--- src/sv/sdr_pkg.sv ---
package sdr_pkg;

	localparam int unsigned DataW = 32;
	localparam int unsigned Steps = DataW;
	localparam int unsigned InTdataW = 2 * DataW;
	localparam int unsigned OutTdataW = 3 * DataW;

	typedef struct packed {
		logic [DataW-1:0] rem;   // partial remainder
		logic [DataW-1:0] quo;   // dividend bits out the top, quotient bits in the bottom
		logic [DataW-1:0] den;   // divisor magnitude
		logic [DataW-1:0] num;   // raw numerator, for divide by zero
		logic             n_neg;
		logic             q_neg;
		logic             dbz;
	} sdr_work_t;

endpackage

--- src/sv/sdr_step.sv ---
module sdr_step (
	input  logic               clk,
	input  logic               arst_n,
	input  logic               en,
	input  logic               in_valid,
	input  sdr_pkg::sdr_work_t in_work,
	output logic               valid_q,
	output sdr_pkg::sdr_work_t work_q
);

	logic [sdr_pkg::DataW:0]   trial;
	logic [sdr_pkg::DataW:0]   diff;
	logic                      take;
	sdr_pkg::sdr_work_t        nxt;

	// one restoring step: shift in next dividend bit, subtract if it fits
	assign trial = {in_work.rem, in_work.quo[sdr_pkg::DataW-1]};
	assign diff  = trial - {1'b0, in_work.den};
	assign take  = ~diff[sdr_pkg::DataW];

	always_comb begin
		nxt     = in_work;
		nxt.rem = take ? diff[sdr_pkg::DataW-1:0] : trial[sdr_pkg::DataW-1:0];
		nxt.quo = {in_work.quo[sdr_pkg::DataW-2:0], take};
	end

	always_ff @(posedge clk or negedge arst_n) begin
		if (!arst_n) begin
			valid_q <= 1'b0;
		end else if (en) begin
			valid_q <= in_valid;
		end
	end

	always_ff @(posedge clk) begin
		if (en) begin
			work_q <= nxt;
		end
	end

endmodule

--- config.mk ---
export PLATFORM = sky130hd
export DESIGN_NAME = sdr_step
export DESIGN_NICKNAME = d
export VERILOG_FILES = /design/src/sv/sdr_pkg.sv /design/src/sv/sdr_step.sv
export SDC_FILE = /design/constraint.sdc
export NUM_CORES = 1
export LEC_CHECK = 0
export BUFFER_PORTS_ARGS = -buffer_cell sky130_fd_sc_hd__buf_2
export CAP_MARGIN = 20
export CORE_MARGIN = 10
export CORE_UTILIZATION = 44
export DETAILED_ROUTE_END_ITERATION = 12
export PLACE_DENSITY = 0.77
export SETUP_SLACK_MARGIN = 0.3
export SLEW_MARGIN = 5
export SYNTH_ARGS = -nofsm -noshare
export SYNTH_HDL_FRONTEND = slang
export SYNTH_SLANG_ARGS = --single-unit
--- constraint.sdc ---
create_clock -name clk -period 0.8 [get_ports clk]
set_clock_uncertainty 0.05 [all_clocks]
set_input_delay 0.24 -clock clk [delete_from_list [all_inputs] [get_ports clk]]
set_output_delay 0.24 -clock clk [all_outputs]
set_load 0.02 [all_outputs]
==> flow_summary.rst <==
.. list-table::
   :header-rows: 1

   * - Metric
     - Value
   * - Wire length of the first global-routing pass
     - 36.56 mm
   * - Tightest Pin Transition
     - 0.5402 ns
   * - Largest fanout of any net on the critical path
     - 5
   * - Final estimated routing congestion in global placement
     - 0.9209
   * - Die footprint
     - 19830 um2
   * - Worst reg2reg path startpoint
     - valid_q
   * - Post-synthesis share of cell area spent on full adders, half adders and majority gates
     - 0.06545
   * - Area added between synthesis and finish
     - 79.02%
   * - Number of antenna violations at the first check in global routing
     - 4
   * - Total of fill cells in the finished design
     - 735
   * - Number of clock buffers inserted by TritonCTS
     - 17
   * - Cells on Worst Hold Path
     - 1
   * - Number of buffer cells added on primary ports
     - 266
   * - Min-Delay Path Class
     - in2reg
   * - Hold Buf Count CTS
     - 1
   * - Share of async-settable or async-resettable flops after synthesis
     - 0.007576
   * - Number of distinct library cells after synthesis
     - 51
   * - Capture point of the worst reg-to-reg path
     - valid_q
   * - Clock tree from TritonCTS
     - built
   * - Largest family of logic cells by synthesized area
     - compound AO/OA/AOI/OAI gates
   * - Crit Path Category
     - in2reg
   * - Average wire length per cell after detail routing
     - 24.69 um
   * - Number of remaining DRC errors
     - 0
   * - Failing checks
     - negative hold slack, negative setup slack
   * - Multiplexer area fraction after synthesis
     - 0.04383
   * - Final-layout worst hold slack
     - -0.06828 ns
   * - Antenna Violating Nets Remaining
     - 0
   * - Sequential share of the synthesized area
     - 0.6163
   * - Leftover overflow at the end of global routing
     - 0
   * - DPL Wire Length
     - 17.59 mm
   * - Critical path data required time
     - 0.93 ns
   * - Final min period
     - 2.470 ns
   * - Static leakage power
     - 5.265 nW
   * - Worst Hold Endpoint
     - work_q[4]
   * - Count of flip-flops with a built-in enable after synthesis
     - 131
   * - Worst-case setup margin in the final layout
     - -1.670 ns
   * - Syn Std Cell Area
     - 6424 um2
   * - Instance count of the mapped netlist
     - 493
   * - Upper clock frequency limit
     - 404.8 MHz
   * - Element type at the critical path start
     - primary input
   * - Flop-to-flop setup slack
     - -0.05 ns
   * - Total via count in the routed design
     - 6235
   * - Avg Cell Area, Syn
     - 13.03 um2
   * - CTS max path bufs
     - 2
   * - Final Net Count
     - 1102
   * - Area share of xor/xnor cells in the synthesized design
     - 0.03272
   * - Slew HR
     - 0.6366
   * - Count of synthesis-stage warnings from yosys
     - 0
   * - Standard-cell row count
     - 44
   * - Origin of the worst min-delay path
     - in_work[4]
   * - Worst Setup End Kind
     - flop
   * - Aggregate negative setup slack
     - -114.17 ns
   * - First-pass DRT Iterations
     - 5
   * - Largest net degree at the start of global routing
     - 18
   * - Wirelength, routed
     - 28.02 mm
   * - Leading cell types in the layout, fill and taps excluded
     - buf_2, buf_4, edfxtp_1, buf_6, inv_1
   * - Via count of the first global-routing pass
     - 6270
   * - Register bit count reported by yosys
     - 132
   * - Pre-CTS setup slack
     - -2.190 ns
   * - Largest area contributor in the netlist
     - edfxtp_1
   * - CTS H-tree lvls
     - 4
   * - Number of vias per cell
     - 5.493
   * - Fraction of the mapped netlist area in compound gates
     - 0.1241
   * - Root Buffer
     - clkbuf_16
   * - Number of failing hold endpoints at the final stage
     - 95
   * - Top cell type's share of synthesized area
     - 0.6124
   * - Iteration-0 DRC Markers
     - 528
   * - Worst r2r path cells
     - 1
   * - Number of setup violations in the final report
     - 166
   * - Proportion of layout cells with a drive suffix above 1
     - 0.5744
   * - Endpoint arrival time on the critical path
     - 2.60 ns
   * - Main synth FF type
     - edfxtp_1
   * - Final worst-path cycle share
     - 3.088
   * - Aggregate global-route resource usage
     - 0.2393
   * - Synth Area in Simple Gates
     - 0.08064
   * - Post-synth net total
     - 661
   * - Most common cell after layout, fill and taps aside
     - buf_2
   * - Worst voltage drop across the vdd grid
     - 1.493 mV
   * - Floorplan die width
     - 140.8 um
   * - PwrDens
     - 2110 nW/um2
   * - Worst skew pair latency
     - 0.43 ns
   * - Std-Cell Core Area
     - 14420 um2
   * - Number of top-level pins
     - 267
   * - Initial core utilization
     - 0.4454
   * - Power consumption
     - 24.26 mW
   * - Max-slew violation total from the final report
     - 0
   * - Die span in y
     - 140.8 um
   * - Setup repair after global routing missed its margin
     - yes
   * - Result of the run
     - finished with violations
   * - TritonCTS Sinks
     - 132
   * - Dominant cells by area after synthesis
     - edfxtp_1, ha_1, mux2_4
   * - Reg clk slew, reported paths
     - 0.06 ns
   * - Maximum Capacitance Violations
     - 0
==> cells in the mapped netlist, types with 5 or more instances <==
cell type  instances
a21o_1            15
a21oi_1           34
and3_1             6
clkbuf_1          11
edfxtp_1         131
ha_1              32
inv_1             41
mux2_4            18
nand2_1           44
nand2b_1           5
nand3_1           11
nand4_1            7
nor2_1            16
nor2b_1            5
o211ai_1           8
o21a_1             6
o21ai_0           24
o21bai_1           5
o31ai_1            5
xnor2_1           14
xor2_1            10
==> cells by family (layout without fill, tap and decap cells) <==
| kind of cell | count (synthesis) | in the layout |
|---|---|---|
| XOR/XNOR | 24 | 24 |
| AND/OR/NAND/NOR | 108 | 108 |
| other | 0 | 4 |
| AO/OA/AOI/OAI | 120 | 120 |
| multiplexers | 19 | 19 |
| flip-flops | 132 | 132 |
| adder cells (fa/ha/maj) | 33 | 33 |
| buffers and inverters | 57 | 511 |
==> worst max path at each step <==
stage                       startpoint          end  slack (ns)  depth (start not counted)
after global placement     in_work[35]  work_q[107]       -2.14                         12
after detailed placement   in_work[98]  work_q[115]       -2.19                         13
final                      in_work[35]  work_q[117]       -1.67                         12
after floorplan           in_work[114]  work_q[102]       -1.88                         11
after CTS                  in_work[51]  work_q[102]       -1.63                         13
after global routing       in_work[64]  work_q[115]       -1.74                         12
==> timing repair <==
item	in CTS	in global routing
setup endpoints to repair	294	256
resized for setup	215	134
setup buffers	15	5
pin swaps	17	35
hold endpoints to repair	97	98
gates cloned	8	8
==> area by class of cell <==
type	count	area (um2)	share of cell area
Clock inverter	14	142.6	0.01240
Antenna cell	4	10.01	0.0008704
Multi-Input combinational cell	304	2614	0.2273
Clock buffer	18	439.2	0.03819
Inverter	42	165.2	0.01436
Sequential cell	132	3960	0.3444
Tap cell	184	230.2	0.02002
Timing Repair Buffer	437	3939	0.3425
==> metal layers <==
layer  share of wire  GRT usage  up-vias
met4           0.027    0.09728        2
met5         0.00046          0        -
met3           0.085    0.06819       67
li1                -          -     2745
met1            0.36     0.2625     3026
met2            0.53     0.4246      395
==> registers in the layout (all words and copies together), names as in the netlist <==
| signal | flops |
|---|---|
| valid_q | 1 |
| work_q | 131 |
==> power breakdown <==
| group | total [mW] | internal (mW) | switching [mW] |
|---|---|---|---|
| logic | 7.64 | 3.93 | 3.71 |
| clock network | 7.78 | 4.45 | 3.34 |
| registers | 8.84 | 8.46 | 0.371 |
| total | 24.3 | 16.8 | 7.41 |
==> stage by stage <==
step,cell area [um2],instances,utilization
after floorplan,6545,493,-
after global placement,9090,1062,0.6302
after detailed placement,9090,1062,0.6302
after CTS,10780,1118,0.7476
after global routing,11500,1134,0.7971
final,11500,1135,0.7973
==> worst max-delay path: stages <==
cell       delay, ns
buf_2           0.13
ha_4            0.17
fa_2            0.40
nand2b_4        0.17
a21oi_4         0.14
o211ai_1        0.16
a21oi_2         0.21
o21a_1          0.20
o211ai_4        0.10
inv_2           0.10
bufbuf_16       0.27
mux2_4          0.30
Power figures use the tool's default switching activity.
