--- config.mk ---
export PLATFORM = sky130hd
export DESIGN_NAME = sdr_prep
export DESIGN_NICKNAME = d
export VERILOG_FILES = /design/src/sv/sdr_pkg.sv /design/src/sv/sdr_prep.sv
export SDC_FILE = /design/constraint.sdc
export NUM_CORES = 1
export LEC_CHECK = 0
export BUFFER_PORTS_ARGS = -buffer_cell sky130_fd_sc_hd__buf_2
export CAP_MARGIN = 10
export CORE_MARGIN = 8
export CORE_UTILIZATION = 48
export CTS_CLUSTER_DIAMETER = 40
export DETAILED_ROUTE_END_ITERATION = 8
export GPL_ROUTABILITY_DRIVEN = 0
export HOLD_SLACK_MARGIN = 0.12
export PLACE_DENSITY = 0.8
export SYNTH_ARGS = -nofsm -noshare
export SYNTH_HDL_FRONTEND = slang
export SYNTH_SLANG_ARGS = --single-unit
--- constraint.sdc ---
create_clock -name clk -period 1 [get_ports clk]
set_clock_uncertainty 0.15 [all_clocks]
set_input_delay 0.2 -clock clk [delete_from_list [all_inputs] [get_ports clk]]
set_output_delay 0.2 -clock clk [all_outputs]
set_load 0.005 [all_outputs]
--- src/sv/sdr_pkg.sv ---
package sdr_pkg;

	localparam int unsigned DataW = 32;
	localparam int unsigned Steps = DataW;
	localparam int unsigned InTdataW = 2 * DataW;
	localparam int unsigned OutTdataW = 3 * DataW;

	typedef struct packed {
		logic [DataW-1:0] rem;   // partial remainder
		logic [DataW-1:0] quo;   // dividend bits out the top, quotient bits in the bottom
		logic [DataW-1:0] den;   // divisor magnitude
		logic [DataW-1:0] num;   // raw numerator, for divide by zero
		logic             n_neg;
		logic             q_neg;
		logic             dbz;
	} sdr_work_t;

endpackage

--- src/sv/sdr_prep.sv ---
module sdr_prep (
	input  logic                               clk,
	input  logic                               arst_n,
	input  logic                               en,
	input  logic                               in_valid,
	input  logic [sdr_pkg::DataW-1:0]          numerator,
	input  logic [sdr_pkg::DataW-1:0]          denominator,
	output logic                               valid_s1,
	output sdr_pkg::sdr_work_t                 work_s1
);

	logic [sdr_pkg::DataW-1:0] an;
	logic [sdr_pkg::DataW-1:0] ad;

	assign an = numerator[sdr_pkg::DataW-1] ? (~numerator + 1'b1) : numerator;
	assign ad = denominator[sdr_pkg::DataW-1] ? (~denominator + 1'b1) : denominator;

	always_ff @(posedge clk or negedge arst_n) begin
		if (!arst_n) begin
			valid_s1 <= 1'b0;
		end else if (en) begin
			valid_s1 <= in_valid;
		end
	end

	always_ff @(posedge clk) begin
		if (en) begin
			work_s1.rem   <= '0;
			work_s1.quo   <= an;
			work_s1.den   <= ad;
			work_s1.num   <= numerator;
			work_s1.n_neg <= numerator[sdr_pkg::DataW-1];
			work_s1.q_neg <= numerator[sdr_pkg::DataW-1] ^ denominator[sdr_pkg::DataW-1];
			work_s1.dbz   <= (denominator == '0);
		end
	end

endmodule

==> results.toml, run 1 <==
[die]
start_util_pct = 49.1
rows = 36
chipHeight_um = 116
core_area_sq_um = 9680
io_pins = 200
dieArea_sq_um = 13400
dieWidth_um = 116

[logic_synthesis]
synth_warnings = 0
synth-async-reset-ratio_pct = 1.02
seq_area_frac_synth_pct = 61.8
yosys.area.top_type = "edfxtp_1"
netlist_area_sq_um = 4760
synth_top_area_share_pct = 61.2
synth_seq_cells = 98
yosys-top-cells-area = "edfxtp_1, xnor2_1, buf_4, o41ai_1, o21ai_0"
synth_edf_count = 97
synth_adder_area_share_pct = 1.05
syn_inst = 345
ys.flop_type = "edfxtp_1"
synth_most_common_cell = "edfxtp_1"
synth_mux_area_share_pct = 0.237
synth_top_family_by_area = "simple AND/OR/NAND/NOR gates"
postSynthAreaPerCell_sq_um = 13.8
synth-xor-area-share_pct = 10.9
yosys.area_share.simple_pct = 11.6
ys_types = 35
synth_compound_area_share_pct = 7.76
synth_common_cells = "edfxtp_1, xnor2_1, buf_4"

[sta]
setup_violations = 158
maxSlewViolCount = 0
final_hold_viol_count = 4
timing.fmax_mhz = 611
timing.final.ws_setup_ps = -638
finalCritPeriodShare_pct = 164
hold_ws_ps = -117
post-route-min-period_ps = 1640
rsz0062_at_grt = "yes"

[place]
placed_cell_area_sq_um = 6770
post-dp-hpwl_um = 10100
io_buffers = 167
dp.cells = 735

[drt]
vias_per_cell = 5.33
postRouteAntennaNets = 0
drc = 0
drtPass1Iterations = 4
drt_iter0_markers = 205
routed_wl_um = 17800
num_vias = 4228
wl_per_cell_um = 22.5

[clock_tree]
cts.path.max_buffers = 2
cts_tree = "done"
cts_root_buf = "clkbuf_8"
clk_latency_ps = 370
cts.clk_slew.worst_paths_ps = 100
htree_levels = 3
cts_buffers = 9
cts.sinks = 98

[hold_path]
min_path_cells = 1
hold_class = "in -> reg"
worstHoldStart = "numerator[1]"
holdPathEnd = "work_s1[4]"

[finish]
area_delta_synth_final_pct = 77.0
fillers = 414
nNetsFinal = 727
final_area_sq_um = 8420
multi_input_area_sq_um = 2690
drive_gt1_share_pct = 66.6
regArea_sq_um = 2940
instances_no_fill = 793

[worst_setup_path]
required_ps = 970
endpoint_kind = "flop"
crit_fanout = 3
r2r_slack_ps = 80
crit_type = "in -> reg"
arrival_ps = 1610
reg2reg_depth = 1
start_kind = "input port"
r2r_end = "valid_s1"
reg2reg_from = "valid_s1"

[global_routing]
antenna_found_initial = 0
grt_overflow = 0
grt_pass1_vias = 4411
grt_use_total_pct = 23.5
grt_max_degree = 33
grt_pass1_wl_um = 24100

[outcome]
violations = "hold timing, setup timing"
status = "finished, violations left"

[power]
p_leak_uw = 0.00360
ir_drop_v = 0.000752
p_total_uw = 9770
p_per_area_nw_per_um2 = 1160

[flow_run]
maxCapViolCount = 0
flip-flops by register name, indices dropped and copies added (netlist names):
| signal | count |
|---|---|
| work_s1 | 97 |
| valid_s1 | 1 |
critical path, cell delays in order:
cell and delay, ps:
buf_6 90, or4_4 540, or4_4 470, o31ai_4 190, xnor2_1 110
worst max path at each step:
| stage | from | end | slack, ps |
|---|---|---|---|
| finish | numerator[25] | work_s1[97] | -640 |
| global route | numerator[25] | work_s1[97] | -660 |
| CTS | numerator[25] | work_s1[97] | -590 |
| detailed placement | numerator[25] | work_s1[96] | -1060 |
| global placement | numerator[25] | work_s1[96] | -980 |
| floorplan | numerator[25] | work_s1[96] | -850 |
power breakdown:
part	switching [uW]	total [uW]	internal, uW	leakage (uW)
clock	1440	2360	917	0.0000871
sequential	128	5100	4980	0.000960
combinational	1160	2310	1150	0.00256
total	2730	9770	7040	0.00360
layer usage:
metal  part of all wire [%]  global-route usage, %  vias up
met4                    2.6                   8.67        0
met5                      0                      0        -
met3                    7.5                   6.20       43
met1                     35                   24.6     2092
li1                       -                      -     1874
met2                     55                   44.1      219
cells by family after synthesis:
family	after synthesis
and+or+nand+nor	83
other	1
DFF	98
adders and majority gates	4
muxes	1
xor gates and xnor gates	59
buffers and inverters	50
AOI/OAI and AO/OA	49
stage by stage:
| step | hold WS (ps) | setup TNS, ps | setup WS, ps | utilization [%] |
|---|---|---|---|---|
| global placement | -175 | -50570 | -979 | 69.9 |
| finish | -117 | -46510 | -638 | 86.9 |
| floorplan | -246 | -29700 | -848 | - |
| global route | -137 | -51760 | -658 | 86.9 |
| detailed placement | -173 | -53270 | -1060 | 69.9 |
| CTS | -122 | -43140 | -590 | 81.7 |
cell usage in the layout (no fill, tap or decap), drive strengths merged, types with 4 or more instances in the layout:
cell         instances
nor4b                4
conb                32
inv                  9
o41ai               21
dlygate4sd3          8
xnor2               58
ha                   4
nand2b               6
nand4                5
buf                299
or3                  6
nor2                 8
o31ai               10
edfxtp              97
nor4                14
clkbuf              10
nand2               23
o21ai               18
what timing repair did:
action	in CTS	in global routing
buffers inserted	22	14
pin swaps	49	47
resized for setup	145	78
endpoints found under the hold margin	73	54
endpoints found under the setup margin	157	161
hold buffers	10	1
cloned	1	0
final cells by class:
cell class                      count  share of cell area, %
Sequential cell                    98                   34.9
Multi-Input combinational cell    229                   32.0
Timing Repair Buffer              310                   28.3
Tap cell                          133                   1.98
Clock buffer                       10                   1.52
Inverter                            7                  0.832
Clock inverter                      5                  0.476
Antenna cell                        1                 0.0297
Note: power is estimated with default switching activity, not from simulation.
==> run 2: changes to the inputs <==
--- a/config.mk
+++ b/config.mk
@@ -12,7 +12,6 @@
 export CTS_CLUSTER_DIAMETER = 40
 export DETAILED_ROUTE_END_ITERATION = 8
 export GPL_ROUTABILITY_DRIVEN = 0
-export HOLD_SLACK_MARGIN = 0.12
 export PLACE_DENSITY = 0.8
 export SYNTH_ARGS = -nofsm -noshare
 export SYNTH_HDL_FRONTEND = slang
==> run 2 against run 1 <==
  * The run still ends with hold timing, setup timing left
  * Final area up 1.0%
  * Combinational power about the same
  * Hold slack better by 110 ps
  * Sequential power about the same
  * Cell count up 1.3%
  * Via count up 2.0%
  * Global-route usage down 0.85 points
==> results.toml, run 2 (synthesis gave the netlist of run 1 again) <==
[clock_tree]
htree_levels = 3
cts.sinks = 98
cts.path.max_buffers = 2
cts.clk_slew.worst_paths_ps = 100
cts_tree = "done"
clk_latency_ps = 370
cts_root_buf = "clkbuf_8"
cts_buffers = 9

[finish]
final_area_sq_um = 8510
largest_reg_flops = 97
drive_gt1_share_pct = 65.8
final_common_cell = "buf_2"
largestRegisters = "work_s1 x97, valid_s1 x1"
diodes = 0
area_delta_synth_final_pct = 78.8
regMostFlops = "work_s1"
nNetsFinal = 738
mostFrequentLayoutCells = "buf_2, edfxtp_1, buf_4"

[power]
p_per_area_nw_per_um2 = 1150
p_leak_uw = 0.00368
ir_drop_v = 0.000729

[drt]
drt_iter0_markers = 221
num_vias = 4314
routed_wl_um = 18200
drc = 0
postRouteAntennaNets = 0
vias_per_cell = 5.37
wl_per_cell_um = 22.7
drtPass1Iterations = 5

[sta]
timing.final.ws_setup_ps = -669
post-route-min-period_ps = 1670
final_hold_viol_count = 2
hold_ws_ps = -3.34
finalCritPeriodShare_pct = 167
maxSlewViolCount = 0
setup_violations = 159
timing.fmax_mhz = 599
rsz0062_at_grt = "yes"

[die]
dieArea_sq_um = 13400
io_pins = 200
start_util_pct = 49.1
rows = 36
dieWidth_um = 116
chipHeight_um = 116
core_area_sq_um = 9680

[global_routing]
grt_max_degree = 33
grt_use_total_pct = 22.7
grt_pass1_vias = 4379
antenna_found_initial = 0
grt_pass1_wl_um = 23200
grt_overflow = 0

[worst_setup_path]
critPathMaxStageDelay_ps = 540
crit_type = "in -> reg"
cp_cell_sequence = "buf_6, or4_4, or4_4, o31ai_4, xnor2_1"
r2r_end = "valid_s1"
arrival_ps = 1640
required_ps = 970
timing.critical_path.mode_cell = "or4_4"
worstSetupPathDepth = 5
startpoint = "numerator[25]"
reg2reg_from = "valid_s1"
start_kind = "input port"
crit_fanout = 3
crit_end = "work_s1[97]"
reg2reg_depth = 1
crit_family = "simple AND/OR/NAND/NOR gates"
endpoint_kind = "flop"
r2r_slack_ps = 90
crit_buf_inv = 1
cp_slowest_cell = "or4_4"

[outcome]
status = "finished, violations left"
violations = "hold timing, setup timing"

[hold_path]
hold_class = "in -> reg"

[place]
placed_cell_area_sq_um = 6770
place_ws_ps = -1060
io_buffers = 167
post-dp-hpwl_um = 10100

[flow_run]
maxCapViolCount = 0
-- run 2: cell count changes in the layout (fill, tap and decap cells not counted), sizes merged --
cell,delta
diode,-1
dlygate4sd3,+3
dlymetal6s4s,+4
buf,+4
-- run 2: cell type report --
class / instances / area [sq um]
repair buffers: 321 / 2500
flip-flops and latches: 98 / 2940
inverters: 7 / 70.1
clock inverters: 5 / 40.0
clock buffers: 10 / 128
well taps: 133 / 166
multi-input cells: 229 / 2660
fillers: 396 / 1180
-- run 2: metrics by stage --
stage	hold slack, ps	instances	total power, uW	TNS, ps	utilization [%]
4_1_cts	-25.5	786	9520	-43090	82.4
2_1_floorplan	-246	376	5860	-29700	-
3_3_place_gp	-175	735	6850	-50570	69.9
6_report	-3.34	803	9810	-48190	87.8
3_5_place_dp	-173	735	6910	-53270	69.9
5_1_grt	-4.39	803	10100	-53170	87.8
-- run 2: how the worst min path moves through the flow --
stage | startpoint | end | slack (ps) | depth (start not counted)
after global routing | numerator[17] | work_s1[20] | -4 | 2
after floorplan | arst_n | valid_s1 | -250 | 0
final | numerator[17] | work_s1[20] | -3 | 2
after CTS | numerator[29] | work_s1[32] | -30 | 2
after detailed placement | arst_n | valid_s1 | -170 | 1
after global placement | arst_n | valid_s1 | -180 | 1
-- run 2: power by group --
group	total [uW]	internal (uW)	switching, uW
Sequential	5110	4980	135
Combinational	2330	1170	1160
Clock	2370	917	1450
-- run 2: per-layer routing --
layer  track usage [%]  up-vias  part of all wire [%]
li1                  -     1891                     -
met2              42.6      261                    53
met3              5.89       37                   8.3
met4              8.06        0                   2.5
met1              23.8     2125                    36
met5                 0        -                     0
-- run 2: what timing repair did --
item,CTS,global route
resized for setup,145,78
hold buffers,16,2
buffers inserted,22,19
cloned,1,0
pin swaps,49,53
endpoints found under the setup margin,157,164
endpoints found under the hold margin,18,4
