File: src/sv/sdr_pkg.sv
package sdr_pkg;

	localparam int unsigned DataW = 32;
	localparam int unsigned Steps = DataW;
	localparam int unsigned InTdataW = 2 * DataW;
	localparam int unsigned OutTdataW = 3 * DataW;

	typedef struct packed {
		logic [DataW-1:0] rem;   // partial remainder
		logic [DataW-1:0] quo;   // dividend bits out the top, quotient bits in the bottom
		logic [DataW-1:0] den;   // divisor magnitude
		logic [DataW-1:0] num;   // raw numerator, for divide by zero
		logic             n_neg;
		logic             q_neg;
		logic             dbz;
	} sdr_work_t;

endpackage

File: src/sv/sdr_fix.sv
module sdr_fix (
	input  logic                         clk,
	input  logic                         arst_n,
	input  logic                         en,
	input  logic                         in_valid,
	input  sdr_pkg::sdr_work_t           in_work,
	output logic                         valid_q,
	output logic [sdr_pkg::DataW-1:0]    quotient_q,
	output logic [sdr_pkg::DataW-1:0]    remainder_q,
	output logic [sdr_pkg::DataW-1:0]    magnitude_q,
	output logic                         dbz_q
);

	logic [sdr_pkg::DataW-1:0] q_signed;
	logic [sdr_pkg::DataW-1:0] r_signed;

	assign q_signed = in_work.q_neg ? (~in_work.quo + 1'b1) : in_work.quo;
	assign r_signed = in_work.n_neg ? (~in_work.rem + 1'b1) : in_work.rem;

	always_ff @(posedge clk or negedge arst_n) begin
		if (!arst_n) begin
			valid_q <= 1'b0;
		end else if (en) begin
			valid_q <= in_valid;
		end
	end

	always_ff @(posedge clk) begin
		if (en) begin
			quotient_q  <= in_work.dbz ? '0 : q_signed;
			remainder_q <= in_work.dbz ? in_work.num : r_signed;
			magnitude_q <= in_work.dbz ? '0 : in_work.quo;
			dbz_q       <= in_work.dbz;
		end
	end

endmodule
File: config.mk
export PLATFORM = sky130hd
export DESIGN_NAME = sdr_fix
export DESIGN_NICKNAME = d
export VERILOG_FILES = /design/src/sv/sdr_pkg.sv /design/src/sv/sdr_fix.sv
export SDC_FILE = /design/constraint.sdc
export NUM_CORES = 1
export LEC_CHECK = 0
export BUFFER_PORTS_ARGS = -buffer_cell sky130_fd_sc_hd__clkbuf_2
export CORE_UTILIZATION = 51
export DETAILED_ROUTE_END_ITERATION = 12
export GPL_TIMING_DRIVEN = 1
export PLACE_DENSITY = 0.83
export SYNTH_ARGS = -nofsm -noshare
export SYNTH_HDL_FRONTEND = slang
export SYNTH_SLANG_ARGS = --single-unit
File: constraint.sdc
create_clock -name clk -period 1.7 [get_ports clk]
set_input_delay 0.17 -clock clk [delete_from_list [all_inputs] [get_ports clk]]
set_output_delay 0.17 -clock clk [all_outputs]
set_load 0.005 [all_outputs]
==> results of run 1 <==
[final timing paths]
kind | cells past startpoint | end | startpoint
worst max-delay path | 8 | quotient_q[24] | in_work[68]
worst min-delay path | 2 | valid_q | in_valid
worst max register to register | 1 | valid_q | valid_q
worst min register to register | 1 | valid_q | valid_q
max in group asynchronous | 2 | valid_q | arst_n
min in group asynchronous | 2 | valid_q | arst_n
[metal layers]
metal | track usage, % | up-vias
met1 | 28.67 | 2060
met4 | 7.915 | 0
met5 | 0 | -
met3 | 5.590 | 20
met2 | 48.19 | 207
li1 | - | 2160
[critical path: stages]
cell	delay (ps)
clkbuf_2	100
inv_2	80
ha_4	140
or3b_4	400
or4_4	440
o31ai_4	250
xor2_1	170
nor2_1	60
[kinds of logic after synthesis]
family                   Yosys count
flip-flops                        97
AO/OA/AOI/OAI                     82
AND/OR/NAND/NOR                  160
buffers and inverters             32
adder cells (fa/ha/maj)            2
multiplexers                       5
XOR/XNOR                          59
[state kept, by name (all words and copies together) (netlist names)]
name / count
quotient_q: 32
remainder_q: 32
magnitude_q: 31
dbz_q: 1
valid_q: 1
[cells in the mapped netlist, types with 3 or more instances]
cell type	number
nor2_1	41
nor3_1	10
nand2b_1	4
or3_1	4
mux2_2	3
inv_1	7
clkbuf_1	20
nand4_1	7
nor2b_1	31
nor4_1	5
o41ai_1	15
o31ai_1	19
xor2_1	52
or4_1	3
o41ai_2	4
o21ai_1	41
edfxtp_1	96
xnor2_1	7
nand2_1	45
[power groups by stage]
stage               clock, mW  combinational (mW)  sequential [mW]
finish                   1.50                1.05             2.95
global route             1.59                1.15             2.97
CTS                      1.53                1.04             2.95
detailed placement          0                1.04             3.00
global placement            0                1.00             2.99
floorplan                   0               0.355             3.02
[area by class of cell]
type / instances / area (µm²) / area share [%]
well taps: 129 / 161.4 / 2.270
clock buffers: 9 / 123.9 / 1.742
multi-input cells: 308 / 2085 / 29.32
inverters: 7 / 26.28 / 0.3695
repair buffers: 294 / 1739 / 24.46
clock inverters: 7 / 67.56 / 0.9502
flip-flops and latches: 97 / 2908 / 40.89
[timing repair]
| item | in CTS | in global routing |
|---|---|---|
| setup endpoints to repair | 2 | 7 |
| gates resized for setup | 2 | 9 |
| pin swaps | 0 | 4 |
| hold buffers | 1 | 0 |
| endpoints found under the hold margin | 1 | 0 |
==> run_results.csv, run 1 <==
group,metric,value,unit
drt,met2WireLength,6.833,mm
logic_synthesis,syn-cell-area,5020,µm²
clock_network,cts_setup_buffers,0,
power,netSwitchingPower,1.523,mW
place,dpl_cell_area,6854,µm²
logic_synthesis,synthMuxAreaShare,1.072,%
global_route,grtUsageTotal,25.56,%
clock_network,htreeDepth,3,
place,io_buffers,200,
worst_setup_path,rrSetupSlack,950,ps
worst_setup_path,cp-start-kind,"primary input",
drt,wl_met1,5.076,mm
finish,syn_to_final_growth,41.65,%
logic_synthesis,avgSynthCellArea,11.49,µm²
worst_setup_path,critical_path_class,"primary input to register",
worst_setup_path,cp.arrival,1810,ps
timing,fin_crit_sh,99.15,%
finish,layout_commonest_cell,"clkbuf_2",
clock_network,cts_tree,"built",
floorplan,fp.dieH,101.2,µm
drt,dr.first_iter.drc_count,184,
finish,fin_nets,854,
worst_setup_path,end_kind,"register",
finish,drive_above_1_share,46.81,%
logic_synthesis,synth-compound-area-share,11.39,%
power,power_frac_clock,27.3,%
timing,hold_viol_final,0,
logic_synthesis,synth_top_family_by_area,"simple AND/OR/NAND/NOR gates",
timing,setup_viol,0,
drt,wl_per_cell,15.41,µm
finish,final_cell_mix,"clkbuf_2 (198), edfxtp_1 (96), buf_4 (93)",
clock_network,clk_latency,360,ps
timing,hold-worst-slack,36.09,ps
clock_network,cts_max_path_buffers,2,
timing,tns,0,ps
floorplan,coreArea,9371,µm²
power,seqPwrFrac,53.6,%
drt,postRouteAntennaNets,0,
run,maxCapViolations,0,
drt,num_vias,4447,
outcome,status,"finished clean",
timing,fin_worst_skew,0,ps
logic_synthesis,yosys_warnings,0,
place,globalplace.congestion,0.8623,
drt,drtPass1Iterations,5,
logic_synthesis,synth_flop_cell,"edfxtp_1",
power,swShare,27.70,%
timing,max_freq,593.3,MHz
timing,period_minus_slack,1686,ps
floorplan,io-pin-count,233,
power,p_int,3.974,mW
logic_synthesis,synth_edf_count,96,
drt,drt-total-wl,13.12,mm
finish,stdcell_count,851,
logic_synthesis,ys_top_cells_by_area,"edfxtp_1 (57%), xor2_1 (9.1%), o21ai_1 (4.1%)",
timing,layout_setup_ws,14.40,ps
global_route,grt_max_degree,54,
logic_synthesis,synth.top_cell.area_share,57.43,%
drt,top_layer,"met4",
timing,rsz0062_at_grt,"true",
drt,viasPerCell,5.226,
worst_setup_path,crit_fanout,4,
power,pwr-share-comb,19.0,%
global_route,grt_pass1_vias,4375,
logic_synthesis,synth_fa_ha_area_share,0.4985,%
timing,max_slew.worst_pin.slew,518.9,ps
finish,num-fill-cells,640,
logic_synthesis,syn_inst,437,
floorplan,die_x,101.2,µm
power,finalPower,5.497,mW
global_route,grt_overflow,0,
clock_network,cts.sinks,97,
finish,final_util,75.87,%
timing,maxSlewViolCount,0,
logic_synthesis,synthSimpleGateAreaFrac,16.30,%
drt,met3_length,1.012,mm
finish,antennaDiodeCount,0,
global_route,grt_pass1_wl,20.00,mm
floorplan,start_util,53.56,%
logic_synthesis,ys_seq_elements,97,
floorplan,num_rows,35,
clock_network,cts_root_buffer,"clkbuf_8",
worst_setup_path,critPathRequiredTime,1820,ps
clock_network,cts_buffers,9,
logic_synthesis,synthXorXnorAreaFrac,10.29,%
timing,max_slew_margin,65.41,%
finish,fin_area,7111,µm²
logic_synthesis,synthArstFlopShare,1.031,%
logic_synthesis,synth_cell_types,37,
place,pre_cts_slack,-389.5,ps
drt,drc,0,
logic_synthesis,yosysTopAreaCell,"edfxtp_1",
global_route,antenna_found_initial,0,
power,power.density,773.1,nW/µm²
hold_path,worstHoldPathType,"primary input to register",
logic_synthesis,yosysSeqAreaShare,57.93,%
power,leakage,3.060,nW
clock_network,path_clk_slew,110,ps
logic_synthesis,synth_nets,574,
place,dp_hpwl,10.12,mm
floorplan,die_area,10240,µm²
power,irDropWorstVdd,0.0004223,V
place,placedCellCount,834,
(Power assumes the default switching activity.)
==> inputs of run 2 (changes only) <==
- CAP_MARGIN: default -> 20
- CORE_MARGIN: default -> 8
==> run 2 against run 1 <==
  * Worst hold slack better by 30 ps
  * Design area up 2.3%
  * Utilization down 0.78 points
  * Fmax decreased by 0.50%
  * Sequential share of layout area shrank 0.91 points
  * Critical path depth shrank 2
  * Register-to-register slack is essentially flat
  * Clock skew unchanged
  * Clock power hardly changed
  * Via count grew 1.9%
  * Largest power group unchanged
  * Highest routed layer unchanged
==> run_results.csv, run 2 (synthesis gave the netlist of run 1 again) <==
group,metric,value,unit
worst_setup_path,r2r_end,"valid_q",
drt,num_vias,4531,
worst_setup_path,critical_path_class,"primary input to register",
finish,antennaDiodeCount,0,
clock_network,cts_buffers,9,
global_route,antenna_found_initial,0,
floorplan,fp.dieH,115.2,µm
global_route,use_met2,40.41,%
power,leakage,3.161,nW
worst_setup_path,critPathRequiredTime,1800,ps
finish,top_regs,"quotient_q x32, remainder_q x32, magnitude_q x31",
clock_network,htreeDepth,3,
place,dp_hpwl,11.80,mm
floorplan,io-pin-count,233,
power,power.density,761.7,nW/µm²
clock_network,cts.sinks,97,
timing,max_slew_margin,68.91,%
timing,maxSlewViolCount,0,
clock_network,cts_root_buffer,"clkbuf_8",
floorplan,die_area,13270,µm²
global_route,grtUsageTotal,22.47,%
run,maxCapViolations,0,
drt,drt-total-wl,15.08,mm
global_route,grt_util_met3,7.353,%
timing,hold_viol_final,0,
worst_setup_path,rrSetupSlack,940,ps
floorplan,num_rows,36,
worst_setup_path,critPathCapture,"quotient_q[30]",
worst_setup_path,cp-start-kind,"primary input",
worst_setup_path,end_kind,"register",
floorplan,coreArea,9684,µm²
drt,drtPass1Iterations,5,
worst_setup_path,reg2regPathDepth,1,
finish,syn_to_final_growth,44.87,%
drt,postRouteAntennaNets,0,
drt,dr.first_iter.drc_count,247,
power,irDropWorstVdd,0.0005062,V
place,io_buffers,200,
clock_network,clk_latency,340,ps
place,globalplace.congestion,0.9168,
place,placedCellCount,838,
clock_network,cts_tree,"built",
timing,setup_viol,0,
finish,fin_nets,857,
clock_network,cts_max_path_buffers,2,
global_route,grt_pass1_wl,23.27,mm
finish,drive_above_1_share,47.86,%
worst_setup_path,cp.arrival,1790,ps
global_route,grt_pass1_vias,4910,
worst_setup_path,worstReg2RegStart,"valid_q",
worst_setup_path,crit_fanout,2,
global_route,grt_overflow,0,
drt,wl_per_cell,17.57,µm
clock_network,path_clk_slew,90,ps
outcome,status,"finished clean",
timing,hold-worst-slack,65.69,ps
timing,fin_worst_skew,0,ps
finish,final_cell_mix,"clkbuf_2 (198), edfxtp_1 (96), buf_4 (92)",
global_route,met1_usage,23.69,%
timing,max_freq,590.3,MHz
finish,stdcell_count,858,
timing,max_slew.worst_pin.slew,466.3,ps
drt,drc,0,
timing,rsz0062_at_grt,"true",
drt,viasPerCell,5.281,
hold_path,worstHoldPathType,"primary input to register",
timing,period_minus_slack,1694,ps
global_route,top_usage_layer,"met2",
floorplan,start_util,51.83,%
finish,layout_commonest_cell,"clkbuf_2",
floorplan,die_x,115.2,µm
finish,num-fill-cells,622,
finish,fin_area,7272,µm²
global_route,grt_max_degree,65,
worst_setup_path,crit_start,"in_work[89]",
place,dpl_cell_area,6884,µm²
timing,fin_crit_sh,99.65,%
-- run 2: changes by cell type in the layout (fill, tap and decap cells not counted), moves of 3 or more --
cell / delta
inv_8: -3
o31ai_1: -3
o31ai_2: +3
o41ai_1: -4
o41ai_4: +3
-- run 2: area by class of cell --
class	count	area, µm²	share of cell area [%]
Sequential cell	97	2908	39.99
Clock inverter	6	67.56	0.9291
Inverter	7	26.28	0.3613
Timing Repair Buffer	297	1794	24.67
Clock buffer	10	127.6	1.755
Multi-Input combinational cell	308	2182	30.01
Tap cell	133	166.4	2.288
-- run 2: worst min path at each step --
stage / slack, ps / end / from / cells past startpoint
floorplan: -130 / valid_q / arst_n / 0
global placement: -60 / valid_q / arst_n / 1
detailed placement: -40 / valid_q / arst_n / 1
CTS: 50 / valid_q / in_valid / 2
global route: 40 / valid_q / in_valid / 2
finish: 70 / valid_q / in_valid / 2
-- run 2: repair_timing --
item / CTS / global route
resized for setup: 7 / 19
endpoints found under the setup margin: 3 / 19
hold buffers: 1 / 0
buffers inserted: 0 / 3
pin swaps: 0 / 8
hold endpoints to repair: 1 / 0
-- run 2: critical path, stage by stage --
cell      delay, ps
clkbuf_2        110
or3_4           380
or4b_4          580
o41ai_4         260
xor2_1          220
nor2_1           70
-- run 2: power by group --
group | internal, mW | switching [mW] | total, mW
logic | 0.530 | 0.567 | 1.10
clock network | 0.687 | 0.803 | 1.49
registers | 2.88 | 0.0710 | 2.95
-- run 2: stage by stage --
stage	util, %	TNS, ps	worst slack [ps]	power [mW]
final	75.09	0	5.955	5.539
after detailed placement	71.09	-10660	-465.5	4.074
after global placement	71.09	-9160	-331.6	4.028
after CTS	73.59	0	2.860	5.567
after global routing	75.09	-25.79	-20.29	5.787
after floorplan	-	-606.9	-149.3	3.377
-- run 2: routing by layer --
| metal | up-vias | wire length (µm) |
|---|---|---|
| met4 | 0 | 352 |
| met2 | 226 | 7582 |
| met3 | 31 | 1562 |
| li1 | 2158 | - |
| met5 | - | 0 |
| met1 | 2116 | 5579 |
